## src/pnc_pkg.sv

```systemverilog
// Shared types and constants of the palette nearest-color search.
// No dependencies; every other file of the block but pnc_ram imports this package.
`default_nettype none
package pnc_pkg;

  localparam int PALETTE_SIZE = 256;
  localparam int IDX_W        = $clog2(PALETTE_SIZE);
  localparam int COLOR_W      = 24;
  localparam int CHAN_W       = 8;
  localparam int CELL_W       = 3;
  localparam int SQ_W         = 2 * CHAN_W;
  localparam int DIST_W       = 18;
  localparam int KEY_W        = 3 * CELL_W + 8;

  // Larger than any real squared distance, so the first candidate always wins.
  localparam logic [DIST_W-1:0] DIST_START = DIST_W'(3 * 256 * 256);

  localparam logic FUNC_WRITE = 1'b0;
  localparam logic FUNC_QUERY = 1'b1;

  typedef enum logic [1:0] {
    ST_IDLE,
    ST_SEARCH,
    ST_DRAIN,
    ST_FINISH
  } pnc_state_t;

  // Palette entry as it leaves the memory, tagged with its index.
  typedef struct packed {
    logic               vld;
    logic               last;
    logic [IDX_W-1:0]   idx;
    logic [COLOR_W-1:0] color;
  } pnc_samp_t;

  // Per-channel squared differences and neighborhood information.
  typedef struct packed {
    logic               vld;
    logic               last;
    logic               near;
    logic [IDX_W-1:0]   idx;
    logic [KEY_W-1:0]   key;
    logic [SQ_W-1:0]    sq_r;
    logic [SQ_W-1:0]    sq_g;
    logic [SQ_W-1:0]    sq_b;
  } pnc_term_t;

  // Running minima of one query.
  typedef struct packed {
    logic               found;
    logic [IDX_W-1:0]   idx_n;
    logic [DIST_W-1:0]  dist_n;
    logic [IDX_W-1:0]   idx_f;
    logic [DIST_W-1:0]  dist_f;
  } pnc_best_t;

endpackage
`default_nettype wire

```

## src/pnc_dist.sv

```systemverilog
// Distance stage: per-channel squared differences and the neighborhood test
// for one palette entry per cycle. Depends on pnc_pkg.
`default_nettype none
module pnc_dist (
  input  wire logic                  clk,
  input  wire logic                  rst_n,
  input  wire pnc_pkg::pnc_samp_t    samp,
  input  wire logic [7:0]            q_red,
  input  wire logic [7:0]            q_green,
  input  wire logic [7:0]            q_blue,
  output      pnc_pkg::pnc_term_t    term
);
  import pnc_pkg::*;

  logic [CHAN_W-1:0] c_r, c_g, c_b;
  logic [CHAN_W-1:0] ad_r, ad_g, ad_b;
  logic [CELL_W-1:0] cl_r, cl_g, cl_b;
  logic              nr_r, nr_g, nr_b;
  pnc_term_t         term_r, term_nxt;

  function automatic logic [CHAN_W-1:0] abs_diff(input logic [CHAN_W-1:0] a,
                                                 input logic [CHAN_W-1:0] b);
    abs_diff = (a >= b) ? a - b : b - a;
  endfunction

  function automatic logic cell_near(input logic [CELL_W-1:0] a,
                                     input logic [CELL_W-1:0] b);
    logic [CELL_W:0] ea, eb;
    ea = {1'b0, a};
    eb = {1'b0, b};
    cell_near = (ea == eb) || (ea == eb + 1'b1) || (eb == ea + 1'b1);
  endfunction

  always_comb begin
    c_r  = samp.color[23:16];
    c_g  = samp.color[15:8];
    c_b  = samp.color[7:0];
    cl_r = c_r[7:5];
    cl_g = c_g[7:5];
    cl_b = c_b[7:5];
    ad_r = abs_diff(q_red, c_r);
    ad_g = abs_diff(q_green, c_g);
    ad_b = abs_diff(q_blue, c_b);
    nr_r = cell_near(cl_r, q_red[7:5]);
    nr_g = cell_near(cl_g, q_green[7:5]);
    nr_b = cell_near(cl_b, q_blue[7:5]);

    term_nxt.vld  = samp.vld;
    term_nxt.last = samp.last;
    term_nxt.near = nr_r && nr_g && nr_b;
    term_nxt.idx  = samp.idx;
    term_nxt.key  = {cl_r, cl_g, cl_b, 8'(samp.idx)};
    term_nxt.sq_r = ad_r * ad_r;
    term_nxt.sq_g = ad_g * ad_g;
    term_nxt.sq_b = ad_b * ad_b;
  end

  always_ff @(posedge clk) begin
    if (!rst_n) begin
      term_r.vld  <= 1'b0;
      term_r.last <= 1'b0;
    end else begin
      term_r.vld  <= term_nxt.vld;
      term_r.last <= term_nxt.last;
    end
    term_r.near <= term_nxt.near;
    term_r.idx  <= term_nxt.idx;
    term_r.key  <= term_nxt.key;
    term_r.sq_r <= term_nxt.sq_r;
    term_r.sq_g <= term_nxt.sq_g;
    term_r.sq_b <= term_nxt.sq_b;
  end

  assign term = term_r;

endmodule
`default_nettype wire

```

## config.mk

```make
export PLATFORM = sky130hd
export DESIGN_NAME = pnc_dist
export DESIGN_NICKNAME = d
export VERILOG_FILES = /design/src/pnc_pkg.sv /design/src/pnc_dist.sv
export SDC_FILE = /design/constraint.sdc
export NUM_CORES = 1
export LEC_CHECK = 0
export BUFFER_PORTS_ARGS = -buffer_cell sky130_fd_sc_hd__buf_2
export CAP_MARGIN = 10
export CORE_MARGIN = 3
export CORE_UTILIZATION = 64
export CTS_CLUSTER_SIZE = 10
export DETAILED_ROUTE_END_ITERATION = 6
export MAX_ROUTING_LAYER = met4
export PLACE_DENSITY = 0.86
export RECOVER_POWER = 25
export SYNTH_ARGS = -nofsm -noshare
export SYNTH_HDL_FRONTEND = slang
export SYNTH_SLANG_ARGS = --single-unit
```

## constraint.sdc

```tcl
create_clock -name clk -period 16.29 [get_ports clk]
set_input_delay 0.8145 -clock clk [delete_from_list [all_inputs] [get_ports clk]]
set_output_delay 0.8145 -clock clk [all_outputs]
set_load 0.02 [all_outputs]
```

# == Word level (Yosys, flattened, before mapping) ==
# Cells that the tools add are included.
# totals
register_bits,76
out_inout_bits,76
# op_classes
addsub,12
mul,3
n_lt_le_gt_ge,3
n_eq_ne,9
muxes,3
n_reduce_logical,8
# op_table
cell,n
8-bit by 8-bit multiplier with 16-bit output,3
8-bit subtractor,6
3-bit by 1-bit adder with 4-bit output (second input constant),6
3-bit by 4-bit equality test with 1-bit output,6
8-bit greater-or-equal comparator,3
8-bit two-way mux,3
3-bit equality test,3
1-bit logical OR,6
1-bit logical AND,2

# == Depth between registers and ports, before layout ==
# Gate-level depths: netlist of run 1.
# logic_depth
depth_word,6
depth_mapped,29
mapped_depth_nobuf,28

# == Worst setup path before layout of run 1 ==
# OpenSTA, ideal clock, no wires.
# synth_path
path_type,input to register
startpoint,input port q_red[0]
endpoint,"register term_r, in the netlist term[46]"
setup_time_ns,0.072
arrival_ns,6.494
required_time_ns,16.218
setup_slack_ns,9.724
path_stages,24
path_cell_list,inv_1 ha_1 inv_1 fa_1 a21o_2 a2111oi_4 o31ai_4 buf_6 a311oi_2 o31ai_4 or2_2 fa_1 inv_1 fa_1 fa_1 inv_1 fa_1 inv_1 ha_1 a21oi_1 o21ai_0 a221o_1 a21oi_1 xnor2_1
# synth_lines
element,line,rtl
start: declaration,pnc_dist.sv:8,"input wire logic [7:0] q_red,"
end: declaration,pnc_dist.sv:19,"pnc_term_t term_r, term_nxt;"

==> results of run 1 <==
logic make-up (layout without fill, tap and decap cells):
family,after synthesis,count (layout),share of synthesized area [%]
AOI/OAI and AO/OA,173,173,13.9
xor gates and xnor gates,83,83,9.31
adders and majority gates,223,223,39.6
buffers and inverters,220,342,10.5
DFF,65,65,15.2
muxes,13,13,1.55
other,1,4,0.0439
and+or+nand+nor,182,182,9.85
area by class of cell:
cell class                 count  share of cell area (%)
timing repair buffer         132                    6.59
tap                          172                    2.25
clock inverter                 5                    1.07
multi-input combinational    677                    66.3
sequential                    65                    13.6
clock buffer                  11                    2.54
antenna                        1                  0.0262
inverter                     194                    7.61
synthesized netlist by cell type, types with 3 or more instances:
library cell | n | share of area [%]
a211oi_1 | 5 | 0.44
a21o_1 | 30 | 2.6
a21oi_1 | 59 | 3.5
a21oi_2 | 3 | 0.31
a221o_1 | 3 | 0.35
a221oi_1 | 5 | 0.51
a31oi_1 | 4 | 0.29
and2_1 | 8 | 0.59
and3_1 | 4 | 0.29
buf_2 | 10 | 0.59
buf_4 | 11 | 0.97
clkbuf_1 | 3 | 0.13
dfxtp_1 | 65 | 15
fa_1 | 79 | 19
ha_1 | 144 | 21
inv_1 | 194 | 8.5
mux2i_1 | 11 | 1.3
nand2_1 | 30 | 1.3
nand2b_1 | 11 | 0.81
nand3_1 | 6 | 0.35
nand3b_1 | 3 | 0.26
nor2_1 | 89 | 3.9
nor2b_1 | 4 | 0.29
nor3_1 | 6 | 0.35
o211ai_1 | 8 | 0.70
o21ai_0 | 26 | 1.5
o21bai_1 | 9 | 0.79
or2_2 | 8 | 0.59
xnor2_1 | 49 | 5.0
xnor2_2 | 7 | 1.3
xor2_1 | 25 | 2.6
critical path, delay by kind of cell:
kind	cells	cell delay, ns
xor gates and xnor gates	1	0.13
and+or+nand+nor	2	0.50
AOI/OAI and AO/OA	9	2.47
adders and majority gates	6	2.93
buffers and inverters	5	0.52
metrics by stage:
stage	cells	hold WS, ns	worst slack [ns]	util [%]	instance area, um2
2_1_floorplan	962	0.842	9.72	-	8540
3_3_place_gp	1240	0.918	9.13	72.1	9250
3_5_place_dp	1240	0.921	9.06	72.1	9250
4_1_cts	1256	0.567	9.36	74.8	9600
5_1_grt	1257	0.563	8.84	74.6	9570
6_report	1257	0.568	9.21	74.6	9570
worst max path at each step:
stage             start          endpoint  slack [ns]  depth (start not counted)
2_1_floorplan  q_red[0]  term[46]$_DFF_P_        9.72                         24
3_3_place_gp   samp[19]  term[47]$_DFF_P_        9.13                         24
3_5_place_dp   samp[19]  term[46]$_DFF_P_        9.06                         23
4_1_cts        samp[19]  term[46]$_DFF_P_        9.36                         23
5_1_grt        samp[21]  term[46]$_DFF_P_        8.84                         23
6_report       samp[21]  term[46]$_DFF_P_        9.21                         23
metal layers:
layer | global-route usage, % | wire length [um]
met5 | - | 0
met4 | 8.12 | 459
met3 | 4.85 | 863
met2 | 44.3 | 8840
met1 | 29.2 | 7430
==> results.sh, run 1 <==
export IMPL_io_pins=136
export IMPL_drv_slew=0
export IMPL_async_flop_share_pct=0
export IMPL_drcViolationCount=0
export IMPL_area_growth_pct=12.1
export IMPL_grt_pass1_vias=6859
export IMPL_synth_distinct_cells=61
export IMPL_yosysWarnings=0
export IMPL_grt_max_degree=16
export IMPL_critPathLaunchType="primary input"
export IMPL_gp_congestion=0.933
export IMPL_cts_setup_buffers=0
export IMPL_drtAntennaViolNets=0
export IMPL_largest_register_ffs=65
export IMPL_nFillCells=985
export IMPL_synth_edf_count=0
export IMPL_cap_violations=0
export IMPL_crit_path_end_kind="flip-flop"
export IMPL_synth_seq_cells=65
export IMPL_setup_violations=0
export IMPL_ctsRootBufferMaster="clkbuf_16"
export IMPL_cts_hold_buf=0
export IMPL_cp_max_fo=15
export IMPL_viasPerCell=5.35
export IMPL_h_tree_depth=3
export IMPL_clock_fmax_ghz=0.141
export IMPL_initial_core_util_pct=66.5
export IMPL_register_area_um2=1300
export IMPL_wl_per_cell_um=14.0
export IMPL_die_y_um=121
export IMPL_finalCriticalPeriod_ns=7.08
export IMPL_nets=1362
export IMPL_rsz0062_at_grt="false"
export IMPL_cts_resized_gates=0
export IMPL_cp_required_ns=16.56
export IMPL_port_buffers=132
export IMPL_die_w_um=121
export IMPL_slowest_delay_ns=0.71
export IMPL_worst_path_max_delay_cell="o31ai_4"
export IMPL_path_class="in2reg"
export IMPL_dieArea_um2=14800
export IMPL_final_common_cell="inv_1"
export IMPL_min_path_cells=1
export IMPL_multi_input_comb_area_um2=6340
export IMPL_clkTransAtPathRegs_ns=0.06
export IMPL_hold_end="term[50]$_DFF_P_"
export IMPL_period_share_pct=43.5
export IMPL_syn_area_um2=8530
export IMPL_synth_avg_cell_area_um2=8.89
export IMPL_track_usage_pct=25.3
export IMPL_yosysSeqAreaShare_pct=15.2
export IMPL_most_common_layout_cells="inv_1 (194), ha_1 (144), buf_2 (108)"
export IMPL_vias=6726
export IMPL_cp_arrival_ns=7.35
export IMPL_status="finished, final reports clean"
export IMPL_synth_cells=960
export IMPL_max_slew_margin_pct=40.8
export IMPL_grt_overflow_total=0
export IMPL_min_from="samp[26]"
export IMPL_cts_buffers=9
export IMPL_cts_tree="yes"
export IMPL_routed_wl_mm=17.6
export IMPL_clockBufferDepth=2
export IMPL_rows=41
export IMPL_dr_pass1_iters=5
export IMPL_final_hold_viol_count=0
export IMPL_dp_hpwl_mm=14.2
export IMPL_hp_class="in2reg"
export IMPL_path_cells="clkbuf_1, inv_1, ha_1, a21o_1, a2111oi_4, o31ai_4, nor4bb_1, a311oi_2, o31ai_4, or2_2, fa_1, inv_1, fa_1, fa_1, inv_1, fa_1, inv_1, ha_1, a21oi_1, o21ai_0, a221o_1, a21oi_1, xnor2_1"
export IMPL_synth_top_flop_cell="dfxtp_1"
export IMPL_worst_pin_slew_ns=0.882
export IMPL_drt_initial_drc_count=270
export IMPL_drive_gt1_share_pct=14.5
export IMPL_setup_tns_ns=0
export IMPL_core_um2=12800
export IMPL_grt_pass1_wl_mm=29.6
export IMPL_cts_sinks=65
export IMPL_antenna_found_initial=1
Power of run 1 is not shown: default switching activity piles up to over one toggle a cycle in this logic, so the estimate is an artifact.
==> inputs of run 2 (changes only) <==
- CORE_UTILIZATION: 64 -> 53
- PLACE_DENSITY: 0.86 -> 0.75
- clock period: 16.29 -> 6.5 ns (I/O delays scaled with it)
==> results.sh, run 2 (same netlist as run 1, synthesis figures left out) <==
export IMPL_routed_wl_mm=16.6
export IMPL_cp_common_cell="inv_1"
export IMPL_viasPerCell=4.99
export IMPL_area_growth_pct=15.7
export IMPL_rows=45
export IMPL_drcViolationCount=0
export IMPL_final_common_cell="inv_1"
export IMPL_drive_gt1_share_pct=17.4
export IMPL_routed_top_layer="met4"
export IMPL_placed_cell_area_um2=9550
export IMPL_ctsRootBufferMaster="clkbuf_16"
export IMPL_path_class="in2reg"
export IMPL_finalCriticalPeriod_ns=6.14
export IMPL_clkTransAtPathRegs_ns=0.06
export IMPL_track_usage_pct=20.0
export IMPL_nFillCells=1293
export IMPL_dieArea_um2=17700
export IMPL_period_share_pct=94.4
export IMPL_status="finished, final reports clean"
export IMPL_cp_max_fo=8
export IMPL_cts_sinks=65
export IMPL_critPathLaunchType="primary input"
export IMPL_initial_core_util_pct=55.1
export IMPL_dr_pass1_iters=5
export IMPL_die_w_um=133
export IMPL_worst_path_max_delay_cell="fa_1"
export IMPL_clockBufferDepth=2
export IMPL_crit_path_end_kind="flip-flop"
export IMPL_h_tree_depth=3
export IMPL_min_path_cells=1
export IMPL_drtAntennaViolNets=0
export IMPL_min_from="samp[25]"
export IMPL_grt_max_degree=14
export IMPL_wl_per_cell_um=12.4
export IMPL_clock_fmax_ghz=0.163
export IMPL_cts_buffers=9
export IMPL_nets=1399
export IMPL_cp_required_ns=6.76
export IMPL_hp_class="in2reg"
export IMPL_drt_initial_drc_count=308
export IMPL_antenna_found_initial=1
export IMPL_slowest_delay_ns=0.52
export IMPL_grt_pass1_vias=6624
export IMPL_io_pins=136
export IMPL_vias=6668
export IMPL_rsz0062_at_grt="false"
export IMPL_drv_slew=0
export IMPL_finalInstanceArea_um2=9870
export IMPL_cap_violations=0
export IMPL_worst_pin_slew_ns=0.541
export IMPL_setup_tns_ns=0
export IMPL_startpoint="q_blue[0]"
export IMPL_setup_violations=0
export IMPL_grt_pass1_wl_mm=29.0
export IMPL_cp_arrival_ns=6.40
export IMPL_drt_met1_wl_mm=7.52
export IMPL_wl_met3_um=855
export IMPL_gp_congestion=0.873
export IMPL_final_hold_viol_count=0
export IMPL_port_buffers=132
export IMPL_grt_overflow_total=0
export IMPL_largest_register_ffs=65
export IMPL_hold_end="term[49]$_DFF_P_"
export IMPL_core_um2=15500
export IMPL_dp_hpwl_mm=14.1
export IMPL_die_y_um=133
export IMPL_met2_length_mm=7.98
export IMPL_max_slew_margin_pct=63.7
export IMPL_cts_tree="yes"
export IMPL_most_common_layout_cells="inv_1 (194), ha_1 (144), buf_2 (112)"
run 2: cell count changes in the layout (fill, tap and decap cells not counted), moves of 2 or more:
| cell | delta |
|---|---|
| and2_0 | +2 |
| buf_4 | +33 |
| clkinv_4 | +2 |
| diode_2 | +2 |
| buf_2 | +4 |
| and2_1 | -2 |
run 2: how the worst max path moves through the flow:
stage | slack (ns) | end | cells past startpoint
floorplan | 0.42 | term[46]$_DFF_P_ | 24
global placement | 0.18 | term[31]$_DFF_P_ | 25
detailed placement | 0.06 | term[15]$_DFF_P_ | 27
CTS | 0.38 | term[15]$_DFF_P_ | 27
global route | 0.01 | term[15]$_DFF_P_ | 26
finish | 0.36 | term[15]$_DFF_P_ | 27
run 2: through the flow:
step | setup slack (ns) | hold slack (ns) | utilization (%) | std cells
floorplan | 0.423 | 0.353 | - | 962
global placement | 0.178 | 0.428 | 61.7 | 1313
detailed placement | 0.0625 | 0.429 | 61.7 | 1313
CTS | 0.377 | 0.0651 | 63.8 | 1329
global route | 0.0127 | 0.0673 | 63.7 | 1333
finish | 0.363 | 0.0780 | 63.8 | 1335
run 2: area by class of cell:
cell class | count | area (um2) | area share, %
tap | 211 | 264 | 2.67
clock buffer | 9 | 225 | 2.28
clock inverter | 7 | 104 | 1.05
sequential | 65 | 1300 | 13.2
multi-input combinational | 677 | 6340 | 64.3
timing repair buffer | 169 | 898 | 9.10
inverter | 194 | 728 | 7.38
antenna | 3 | 7.51 | 0.0760
run 2: layer usage:
metal,global-route usage (%),vias up
met4,5.37,0
li1,-,3393
met2,33.7,138
met1,24.6,3124
met5,-,-
met3,4.07,13
run 2: critical path: cells and delay by family:
kind                     cells  cell delay [ns]
AO/OA/AOI/OAI               10             2.19
XOR/XNOR                     2             0.36
adder cells (fa/ha/maj)      7             2.51
buffers and inverters        6             0.39
multiplexers                 1             0.26
AND/OR/NAND/NOR              1             0.37
run 2: timing repair:
action | 4_1_cts | 5_1_grt
endpoints found under the setup margin | 0 | 2
gates resized for setup | 0 | 1
setup buffers | 0 | 3
hold buffers | 0 | 0
Power of run 2 is left out for the same reason.
