===== src/pnc_pkg.sv =====
// Shared types and constants of the palette nearest-color search.
// No dependencies; every other file of the block but pnc_ram imports this package.
`default_nettype none
package pnc_pkg;

  localparam int PALETTE_SIZE = 256;
  localparam int IDX_W        = $clog2(PALETTE_SIZE);
  localparam int COLOR_W      = 24;
  localparam int CHAN_W       = 8;
  localparam int CELL_W       = 3;
  localparam int SQ_W         = 2 * CHAN_W;
  localparam int DIST_W       = 18;
  localparam int KEY_W        = 3 * CELL_W + 8;

  // Larger than any real squared distance, so the first candidate always wins.
  localparam logic [DIST_W-1:0] DIST_START = DIST_W'(3 * 256 * 256);

  localparam logic FUNC_WRITE = 1'b0;
  localparam logic FUNC_QUERY = 1'b1;

  typedef enum logic [1:0] {
    ST_IDLE,
    ST_SEARCH,
    ST_DRAIN,
    ST_FINISH
  } pnc_state_t;

  // Palette entry as it leaves the memory, tagged with its index.
  typedef struct packed {
    logic               vld;
    logic               last;
    logic [IDX_W-1:0]   idx;
    logic [COLOR_W-1:0] color;
  } pnc_samp_t;

  // Per-channel squared differences and neighborhood information.
  typedef struct packed {
    logic               vld;
    logic               last;
    logic               near;
    logic [IDX_W-1:0]   idx;
    logic [KEY_W-1:0]   key;
    logic [SQ_W-1:0]    sq_r;
    logic [SQ_W-1:0]    sq_g;
    logic [SQ_W-1:0]    sq_b;
  } pnc_term_t;

  // Running minima of one query.
  typedef struct packed {
    logic               found;
    logic [IDX_W-1:0]   idx_n;
    logic [DIST_W-1:0]  dist_n;
    logic [IDX_W-1:0]   idx_f;
    logic [DIST_W-1:0]  dist_f;
  } pnc_best_t;

endpackage
`default_nettype wire


===== src/pnc_track.sv =====
// Minimum tracker: sums the squared differences and keeps the neighborhood
// and full-search minima of one query side by side. Depends on pnc_pkg.
`default_nettype none
module pnc_track (
  input  wire logic                clk,
  input  wire logic                rst_n,
  input  wire logic                start,
  input  wire pnc_pkg::pnc_term_t  term,
  output      pnc_pkg::pnc_best_t  best,
  output      logic                done
);
  import pnc_pkg::*;

  logic [DIST_W-1:0] dist_sum;
  logic [KEY_W-1:0]  key_r, key_nxt;
  pnc_best_t         best_r, best_nxt;
  logic              done_r;
  logic              take_n, take_f;

  always_comb begin
    dist_sum = DIST_W'(term.sq_r) + DIST_W'(term.sq_g) + DIST_W'(term.sq_b);
    // Ties inside the neighborhood go to the smaller (cell, index) key.
    take_n = term.vld && term.near &&
             ((dist_sum < best_r.dist_n) ||
              ((dist_sum == best_r.dist_n) && best_r.found && (term.key < key_r)));
    // The full search leaves out the last palette slot.
    take_f = term.vld && (term.idx != IDX_W'(PALETTE_SIZE - 1)) &&
             (dist_sum < best_r.dist_f);

    best_nxt = best_r;
    key_nxt  = key_r;
    if (start) begin
      best_nxt.found  = 1'b0;
      best_nxt.idx_n  = '0;
      best_nxt.dist_n = DIST_START;
      best_nxt.idx_f  = '0;
      best_nxt.dist_f = DIST_START;
      key_nxt         = '0;
    end else begin
      if (take_n) begin
        best_nxt.found  = 1'b1;
        best_nxt.idx_n  = term.idx;
        best_nxt.dist_n = dist_sum;
        key_nxt         = term.key;
      end
      if (take_f) begin
        best_nxt.idx_f  = term.idx;
        best_nxt.dist_f = dist_sum;
      end
    end
  end

  always_ff @(posedge clk) begin
    if (!rst_n) begin
      best_r.found <= 1'b0;
      done_r       <= 1'b0;
    end else begin
      best_r.found <= best_nxt.found;
      done_r       <= term.vld && term.last;
    end
    best_r.idx_n  <= best_nxt.idx_n;
    best_r.dist_n <= best_nxt.dist_n;
    best_r.idx_f  <= best_nxt.idx_f;
    best_r.dist_f <= best_nxt.dist_f;
    key_r         <= key_nxt;
  end

  assign best = best_r;
  assign done = done_r;

endmodule
`default_nettype wire


===== config.mk =====
export PLATFORM = sky130hd
export DESIGN_NAME = pnc_track
export DESIGN_NICKNAME = d
export VERILOG_FILES = /design/src/pnc_pkg.sv /design/src/pnc_track.sv
export SDC_FILE = /design/constraint.sdc
export NUM_CORES = 1
export LEC_CHECK = 0
export BUFFER_PORTS_ARGS = -buffer_cell sky130_fd_sc_hd__buf_2
export CORE_ASPECT_RATIO = 0.6
export CORE_UTILIZATION = 40
export CTS_BUF_LIST = sky130_fd_sc_hd__clkbuf_8
export CTS_CLUSTER_DIAMETER = 50
export DETAILED_ROUTE_END_ITERATION = 8
export PLACE_DENSITY = 0.67
export SLEW_MARGIN = 10
export SYNTH_ARGS = -nofsm -noshare
export SYNTH_HDL_FRONTEND = slang
export SYNTH_SLANG_ARGS = --single-unit

===== constraint.sdc =====
create_clock -name clk -period 7.6 [get_ports clk]
set_clock_uncertainty 0.2 [all_clocks]
set_input_delay 1.52 -clock clk [delete_from_list [all_inputs] [get_ports clk]]
set_output_delay 1.52 -clock clk [all_outputs]
set_load 0.005 [all_outputs]

Word-level counts from Yosys, hierarchy flattened
Cells that the tools add are included.
W data, S select, Z words.
{"block": "totals", "regBits": 71, "inputBits": 79, "out_inout_bits": 54}
{"block": "op_classes", "n_addsub": 2, "order_cmp": 3, "n_eq_ne": 2, "bitwise_logic": 1, "n_reduce_logical": 9}
{"operator": "$lt A18 B18 Y1", "n": 2}
{"operator": "$add A17 B16 Y18", "n": 1}
{"operator": "$eq A18 B18 Y1", "n": 1}
{"operator": "$add A16 B16 Y17", "n": 1}
{"operator": "$lt A17 B17 Y1", "n": 1}
{"operator": "$ne A8 B8 Y1 const B", "n": 1}
{"operator": "$logic_and A1 B1 Y1", "n": 7}
{"operator": "$reduce_or A2 Y1", "n": 1}
{"operator": "$logic_or A1 B1 Y1", "n": 1}
{"operator": "$not A1 Y1", "n": 1}

Depth between registers and ports, before layout
Gate-level depths: netlist of run 1.
{"block": "logic_depth", "depth_word": 7, "ltp_mapped": 21, "mapped_depth_nobuf": 19}

Worst setup path before layout of run 1
Ideal clock, no wire load.
{"block": "synth_path", "kind": "input port to flip-flop", "start": "input port term[1] in the netlist's numbering", "end": "register best_r, in the netlist best[43]", "setup_time_ps": 124, "arrival_time_ps": 5528, "slack_ps": 1747, "cell_stages": 20, "cell_sequence": "inv_1 fa_1 inv_1 ha_1 fa_1 a21oi_2 o221ai_4 a2111oi_4 or4_4 nand4_2 ha_1 a21oi_1 nor2b_1 o21ai_0 or4b_4 a21o_1 buf_6 buf_6 a31oi_1 o21ai_1"}
{"block": "synth_between", "elab_chain_cells": 6, "elab_cells_between_ends": 7}
{"element": "from (decl)", "line_no": "pnc_track.sv:8", "text": "input wire pnc_pkg::pnc_term_t term,"}
{"element": "$add A17 B16 Y18 (*)", "line_no": "pnc_track.sv:21", "text": "dist_sum = DIST_W'(term.sq_r) + DIST_W'(term.sq_g) + DIST_W'(term.sq_b);"}
{"element": "via dist_sum[15]", "line_no": "pnc_track.sv:14", "text": "logic [DIST_W-1:0] dist_sum;"}
{"element": "branches (longest 3 deep; another with $lt A18 B18 Y1)"}
{"element": "$logic_or A1 B1 Y1 (*)", "line_no": "pnc_track.sv:24", "text": "((dist_sum < best_r.dist_n) ||"}
{"element": "$logic_and A1 B1 Y1 (*)", "line_no": "pnc_track.sv:23", "text": "take_n = term.vld && term.near &&"}
{"element": "to (decl)", "line_no": "pnc_track.sv:16", "text": "pnc_best_t best_r, best_nxt;"}
Mark *: on every way through the listed nets, which the timed path passes.
A chain may end at the register's enable or synchronous reset.

Worst setup path after layout of run 1
{"block": "layout_path", "start": "input port term[1] in the netlist's numbering", "end": "register key_r[3]"}
{"block": "layout_between", "elab_chain_cells": 6, "elab_cells_between_ends": 7}
{"element": "$add A17 B16 Y18 (*)", "line_no": "pnc_track.sv:21"}
{"element": "via dist_sum[15]", "line_no": "pnc_track.sv:14"}
{"element": "branches (longest 3 deep; another with $lt A18 B18 Y1)"}
{"element": "$logic_or A1 B1 Y1 (*)", "line_no": "pnc_track.sv:24"}
{"element": "$logic_and A1 B1 Y1 (*)", "line_no": "pnc_track.sv:23"}
{"element": "to (signal assigned)", "line_no": "pnc_track.sv:65", "text": "key_r <= key_nxt;"}
{"element": "to (decl)", "line_no": "pnc_track.sv:15", "text": "logic [KEY_W-1:0] key_r, key_nxt;"}
Marked as above.

==> out/metrics.csv, run 1 <==
stage,metric,value,unit
run_status,outcome,"finished, final reports clean",
logic_synthesis,post-synth top area cell,dfxtp_1,
clock_network,Clock Root Buffer,clkbuf_8,
drt,detailed-route wire length,13600,um
placement,Placer Congestion,0.846,
drt,Avg WL per Cell,15.6,um
clock_network,worst skew pair latency,350,ps
worst_hold_path,HP Class,flip-flop to flip-flop,
clock_network,CTS buffer count,9,
sta,crit share post-route,84.6,%
worst_setup_path,slowest library cell on the worst path,a21o_1,
worst_setup_path,"Arr. time, crit path",6430,ps
clock_network,clk sinks,71,
clock_network,Resized cells post-CTS,0,
logic_synthesis,sequential share of the synthesized area,28.3,%
grt,initial antenna violation count,0,
sta,unrepaired setup endpoints after global routing,no,
grt,vias in the first global route,4078,
logic_synthesis,Compound-Gate Fraction of Synth Area,22.0,%
sta,fmax,156,MHz
logic_synthesis,asr flop ratio synth,0,%
sta,"Slew Viols, Final",0,
logic_synthesis,largest cells by area after synthesis,"dfxtp_1 28%, ha_1 16%, fa_1 6.8%",
placement,Port Buf Inserts,132,
run,Max-Cap Viols,0,
floorplanning,Core Region,12100,sq um
logic_synthesis,share of the synthesized area in the top cell type,28.3,%
clock_network,clock transition at the registers of the reported paths,80,ps
finish,fraction of layout cells with a size suffix above 1,23.8,%
worst_setup_path,WS Path Type,primary input to flip-flop,
logic_synthesis,Mapped Area,5030,sq um
sta,worst-margin pin slew,1180,ps
sta,Final min period,6430,ps
finish,Area Overhead vs Synth,20.3,%
floorplanning,die area,13000,sq um
logic_synthesis,"EDFF count, synth",0,
clock_network,hold_buf cts,0,
clock_network,CTS tree,yes,
sta,setup TNS,0,ps
worst_setup_path,worst-path fanout max,29,
power,Pleak,0.00277,uW
placement,Inst Count DP,852,
clock_network,clk buf depth,2,
worst_setup_path,CP required,7600,ps
logic_synthesis,Syn Nets,741,
floorplanning,# IOs,133,
logic_synthesis,Post-Synth Adder-Cell Area,23.2,%
worst_setup_path,CP top delay family,compound AO/OA/AOI/OAI gates,
logic_synthesis,Main synth FF type,dfxtp_1,
logic_synthesis,mean post-synth cell area,8.68,sq um
floorplanning,Die Height,88.8,um
logic_synthesis,synth unique cells,50,
floorplanning,# rows,31,
floorplanning,Starting Density,41.4,%
drt,first-pass iteration count of the detailed router,5,
worst_setup_path,Buf/Inv on CP,4,
logic_synthesis,largest family of logic cells by synthesized area,adder cells,
logic_synthesis,XOR/XNOR Fraction of Synth Area,2.09,%
drt,total number of vias,4623,
drt,DRC,0,
drt,antenna-violating nets left,0,
finish,nets,860,
worst_setup_path,CP Cell Sequence,buf_2 > inv_1 > fa_1 > inv_1 > ha_1 > fa_1 > a21oi_2 > o221ai_4 > a2111oi_4 > or4_4 > nand4_2 > ha_1 > a21oi_1 > nor2b_1 > o21ai_0 > or4b_4 > a21o_1 > buf_4 > nand3_1 > a21oi_1,
worst_setup_path,crit path launch type,primary input,
placement,Detail Placement HPWL,10400,um
sta,"Setup violations, final",0,
drt,DR vias/cell,5.33,
finish,fin cells,868,
clock_network,htree depth,3,
sta,final hold violations,0,
grt,first-pass GRT wire length,21100,um
clock_network,# Post-CTS Setup Buffers,0,
grt,total congestion overflow,0,
logic_synthesis,cells after synthesis,579,
power,Tot Pwr,1650,uW
drt,iteration-0 DRC count of the detailed router,358,
sta,relative slew slack,21.6,%
logic_synthesis,Synth Area in Simple Gates,11.9,%
logic_synthesis,register bit total from synthesis,71,
grt,largest net degree at the start of global routing,68,
worst_setup_path,"Largest stage delay, worst path",550,ps
finish,Antenna diodes,0,
worst_setup_path,Critical Path Sink Type,flip-flop,
power,Peak VDD IR,0.0000964,V
logic_synthesis,mux cell area share after synthesis,4.58,%
power,PD cells,273,nW/um^2
floorplanning,chip width,147,um
logic_synthesis,synth warn,0,
grt,Total GRT Usage,20.8,%
tightest hold or removal path, stage by stage, from the launching register on:
cell,delay [ps]
dfxtp_1,320
nand3_1,60
a21oi_1,50
cell type report:
cell class | count | area, sq um
fillers | 1174 | 6090
multi-input cells | 413 | 3230
flip-flops and latches | 71 | 1420
repair buffers | 137 | 698
inverters | 66 | 248
well taps | 165 | 206
clock buffers | 10 | 138
clock inverters | 6 | 108
layout by cell type, fill, tap and decap left out, drive strengths merged, types with 3 or more instances in the layout:
cell type / instances
a211oi: 9
a21o: 20
a21oi: 68
a31oi: 3
buf: 137
bufinv: 3
clkbuf: 10
dfxtp: 71
fa: 17
ha: 66
inv: 66
mux2i: 23
nand2: 11
nand2b: 3
nand3: 43
nand4: 13
nor2: 32
nor2b: 5
o211ai: 5
o21ai: 58
xnor2: 7
xor2: 5
synthesized netlist by cell type, types with 4 or more instances:
cell,n
dfxtp_1,71
ha_1,66
inv_1,66
a21oi_1,64
o21ai_0,46
nand3_1,43
nor2_1,32
mux2i_1,23
a21o_1,20
fa_1,17
buf_2,14
nand4_1,12
o21ai_1,12
clkbuf_1,11
nand2_1,11
a211oi_1,8
xnor2_1,7
nor2b_1,5
xor2_1,5
a21oi_2,4
o211ai_1,4
final timing paths:
path / depth (start not counted) / start / endpoint / slack [ps]
setup / recovery: 20 / term[1] / key_r[3] / 1170
hold / removal: 2 / key_r[11] / key_r[11] / 270
setup reg to reg: 10 / best[29] / key_r[3] / 4400
hold reg to reg: 2 / key_r[11] / key_r[11] / 270
metal layers:
layer	track usage (%)	wire [um]
met5	0	0
met4	4.36	72
met3	5.15	1070
met2	31.1	5620
met1	30.0	6820
cell families (layout without fill, tap and decap cells):
kind of cell | after synthesis | count (layout)
compound gates | 178 | 178
xor+xnor | 12 | 12
fa+ha+maj | 83 | 83
buf+inv | 95 | 219
flops | 71 | 71
mux | 23 | 23
simple gates | 117 | 117
metrics by stage:
step	utilization, %	hold WS (ps)	instance area [sq um]	setup WS (ps)
floorplan	-	244	5030	1750
global placement	47.8	251	5800	977
detailed placement	47.8	260	5800	834
CTS	49.8	271	6050	1190
global route	49.8	294	6050	860
finish	49.8	272	6050	1170
where the power goes:
group	internal [uW]	total, uW	switching, uW
logic	345	795	451
registers	437	481	44.0
clock network	226	374	148
total	1010	1650	643
state kept, by name (all words and copies together) (netlist names):
register / cells
best: 53
key_r: 17
done: 1
(Power assumes the default switching activity.)
==> inputs of run 2 (changes only) <==
--- a/config.mk
+++ b/config.mk
@@ -11,7 +11,7 @@
 export CTS_BUF_LIST = sky130_fd_sc_hd__clkbuf_8
 export CTS_CLUSTER_DIAMETER = 50
 export DETAILED_ROUTE_END_ITERATION = 8
-export PLACE_DENSITY = 0.67
+export PLACE_DENSITY = 0.7
 export SLEW_MARGIN = 10
 export SYNTH_ARGS = -nofsm -noshare
 export SYNTH_HDL_FRONTEND = slang
==> constraint.sdc (replaced) <==
create_clock -name clk -period 5.9 [get_ports clk]
set_clock_uncertainty 0.2 [all_clocks]
set_input_delay 1.18 -clock clk [delete_from_list [all_inputs] [get_ports clk]]
set_output_delay 1.18 -clock clk [all_outputs]
set_load 0.005 [all_outputs]
==> run 2 against run 1 <==
  * Power rose by 22%
  * Critical endpoint is now best[32]
  * Global-route usage rose by 0.17 points
  * Clock-buffer cell count fell by 1
  * Utilization rose by 0.19 points
  * Cell area rose by 0.37%
  * Critical path type unchanged
  * First-iteration DRC count fell by 39%
  * Register-to-register slack got worse by 1200 ps
  * Sequential cell count did not move
  * Critical path depth did not move
  * Sequential power rose by 30%
  * Setup slack got worse by 840 ps
==> out/metrics.csv, run 2 (synthesized netlist as in run 1, its figures left out) <==
stage,metric,value,unit,change
sta,final hold violations,0,,unchanged
finish,fin util,50.0,%,was 49.8%
finish,Area Overhead vs Synth,20.7,%,was 20.3%
clock_network,CTS buffer count,9,,unchanged
grt,total congestion overflow,0,,unchanged
power,Peak VDD IR,0.000188,V,was 0.0000964 V
worst_setup_path,CP Cell Sequence,buf_2 > inv_1 > fa_1 > inv_1 > ha_1 > fa_1 > a21oi_2 > o221ai_4 > a2111oi_4 > or4_4 > nand4_2 > ha_1 > a21oi_1 > nor2b_1 > o21ai_0 > or4b_4 > a21oi_2 > buf_4 > o21ai_0 > a21oi_1,,was buf_2 > inv_1 > fa_1 > inv_1 > ha_1 > fa_1 > a21oi_2 > o221ai_4 > a2111oi_4 > or4_4 > nand4_2 > ha_1 > a21oi_1 > nor2b_1 > o21ai_0 > or4b_4 > a21o_1 > buf_4 > nand3_1 > a21oi_1
finish,fin cells,877,,was 868
power,Pleak,0.00280,uW,was 0.00277 uW
power,PD cells,331,nW/um^2,was 273 nW/um^2
floorplanning,Die Height,88.8,um,unchanged
placement,Port Buf Inserts,132,,unchanged
drt,first-pass iteration count of the detailed router,4,,was 5
worst_setup_path,Critical Path Sink Type,flip-flop,,unchanged
clock_network,clk buf depth,2,,unchanged
grt,first-pass GRT wire length,21700,um,was 21100 um
clock_network,hold_buf cts,0,,unchanged
finish,Fill cells,1147,,was 1174
worst_hold_path,hold depth,2,,unchanged
finish,"most common cell after layout, fill and taps aside",buf_2,,unchanged
sta,worst-margin pin slew,747,ps,was 1180 ps
sta,"Setup violations, final",0,,unchanged
drt,iteration-0 DRC count of the detailed router,218,,was 358
placement,Detail Placement HPWL,10300,um,was 10400 um
clock_network,worst skew pair latency,360,ps,was 350 ps
floorplanning,die area,13000,sq um,unchanged
drt,antenna-violating nets left,0,,unchanged
worst_setup_path,crit path launch type,primary input,,unchanged
clock_network,clock transition at the registers of the reported paths,70,ps,was 80 ps
finish,max reg flops,53,,unchanged
sta,fmax,179,MHz,
floorplanning,Starting Density,41.4,%,unchanged
worst_setup_path,slowest library cell on the worst path,fa_1,,was a21o_1
floorplanning,chip width,147,um,unchanged
floorplanning,Core Region,12100,sq um,unchanged
worst_hold_path,HP Class,flip-flop to flip-flop,,unchanged
floorplanning,# IOs,133,,unchanged
placement,Placer Congestion,0.852,,was 0.846
clock_network,htree depth,3,,unchanged
sta,unrepaired setup endpoints after global routing,no,,unchanged
drt,Avg WL per Cell,15.2,um,was 15.6 um
grt,Total GRT Usage,20.9,%,was 20.8%
run,Max-Cap Viols,0,,unchanged
sta,setup TNS,0,ps,unchanged
sta,"Slew Viols, Final",0,,unchanged
placement,Inst Count DP,862,,was 852
drt,DRC,0,,unchanged
clock_network,clk sinks,71,,unchanged
clock_network,Resized cells post-CTS,0,,unchanged
run_status,outcome,"finished, final reports clean",,unchanged
finish,Antenna diodes,0,,unchanged
finish,post-route cell area,6070,sq um,was 6050 sq um
worst_setup_path,worst-path fanout max,21,,was 29
worst_setup_path,"Largest stage delay, worst path",530,ps,was 550 ps
worst_setup_path,WS Path Type,primary input to flip-flop,,unchanged
grt,largest net degree at the start of global routing,68,,unchanged
finish,fraction of layout cells with a size suffix above 1,24.4,%,was 23.8%
finish,nets,870,,was 860
sta,relative slew slack,50.2,%,was 21.6%
sta,crit share post-route,94.4,%,
finish,"commonest cells after routing, fill and taps aside","132 x buf_2, 71 x dfxtp_1, 68 x inv_1",,"was 132 x buf_2, 71 x dfxtp_1, 66 x inv_1, 66 x ha_1, 63 x a21oi_1"
sta,Final min period,5570,ps,
drt,detailed-route wire length,13300,um,was 13600 um
worst_setup_path,CP required,5980,ps,was 7600 ps
worst_setup_path,"Arr. time, crit path",5650,ps,was 6430 ps
clock_network,Clock Root Buffer,clkbuf_8,,unchanged
drt,total number of vias,4659,,was 4623
grt,vias in the first global route,4429,,was 4078
worst_setup_path,Worst Reg-to-Reg Cells,9,,was 10
grt,initial antenna violation count,0,,unchanged
clock_network,CTS tree,yes,,unchanged
drt,DR vias/cell,5.31,,was 5.33
clock_network,# Post-CTS Setup Buffers,0,,unchanged
placement,dpl cell area,5910,sq um,was 5800 sq um
floorplanning,# rows,31,,unchanged
[run 2: cell count changes in the layout (fill, tap and decap cells not counted)]
cell,previous run,this run
clkbuf_8,10,9
bufinv_16,3,0
buf_12,0,3
buf_4,5,12
clkinv_4,0,1
clkinvlp_4,1,0
inv_1,66,68
clkinv_2,2,3
[run 2: power by group]
group | leakage [uW] | switching [uW] | total (uW) | internal (uW)
Clock | 0.0000912 | 187 | 332 | 146
Combinational | 0.00213 | 586 | 1050 | 469
Sequential | 0.000582 | 60.0 | 623 | 563
Total | 0.00280 | 832 | 2010 | 1180
[run 2: path summary, 6_finish.rpt]
path         startpoint  endpoint  slack (ps)
min reg2reg    best[48]  best[48]         270
min            best[48]  best[48]         270
max             term[1]  best[32]         330
max reg2reg    key_r[4]  best[39]        3170
[run 2: per-layer routing]
layer / part of all wire [%] / up-vias / wire, um / GRT usage (%)
li1: - / 2318 / - / -
met1: 49 / 2183 / 6480 / 29.4
met2: 43 / 148 / 5790 / 33.0
met3: 7.2 / 10 / 962 / 4.95
met4: 0.71 / 0 / 95 / 3.69
met5: 0 / - / 0 / 0
[run 2: worst max-delay path: cells and delay by family]
family / cells / cell delay [ps]
adders and majority gates: 4 / 1520
and+or+nand+nor: 4 / 890
buffers and inverters: 4 / 420
AOI/OAI and AO/OA: 8 / 1630
[run 2: area by class of cell]
| type | count | area [sq um] | area share, % |
|---|---|---|---|
| multi-input cells | 413 | 3230 | 53.2 |
| flip-flops and latches | 71 | 1420 | 23.4 |
| repair buffers | 147 | 811 | 13.4 |
| inverters | 66 | 248 | 4.08 |
| well taps | 165 | 206 | 3.40 |
| clock buffers | 9 | 124 | 2.04 |
| clock inverters | 6 | 31.3 | 0.515 |
[run 2: through the flow]
stage	total power (uW)	setup WS, ps	hold slack [ps]
floorplan	1340	387	244
global placement	1630	119	251
detailed placement	1670	-20.8	259
CTS	2010	343	270
global route	2180	59.9	289
finish	2010	329	268
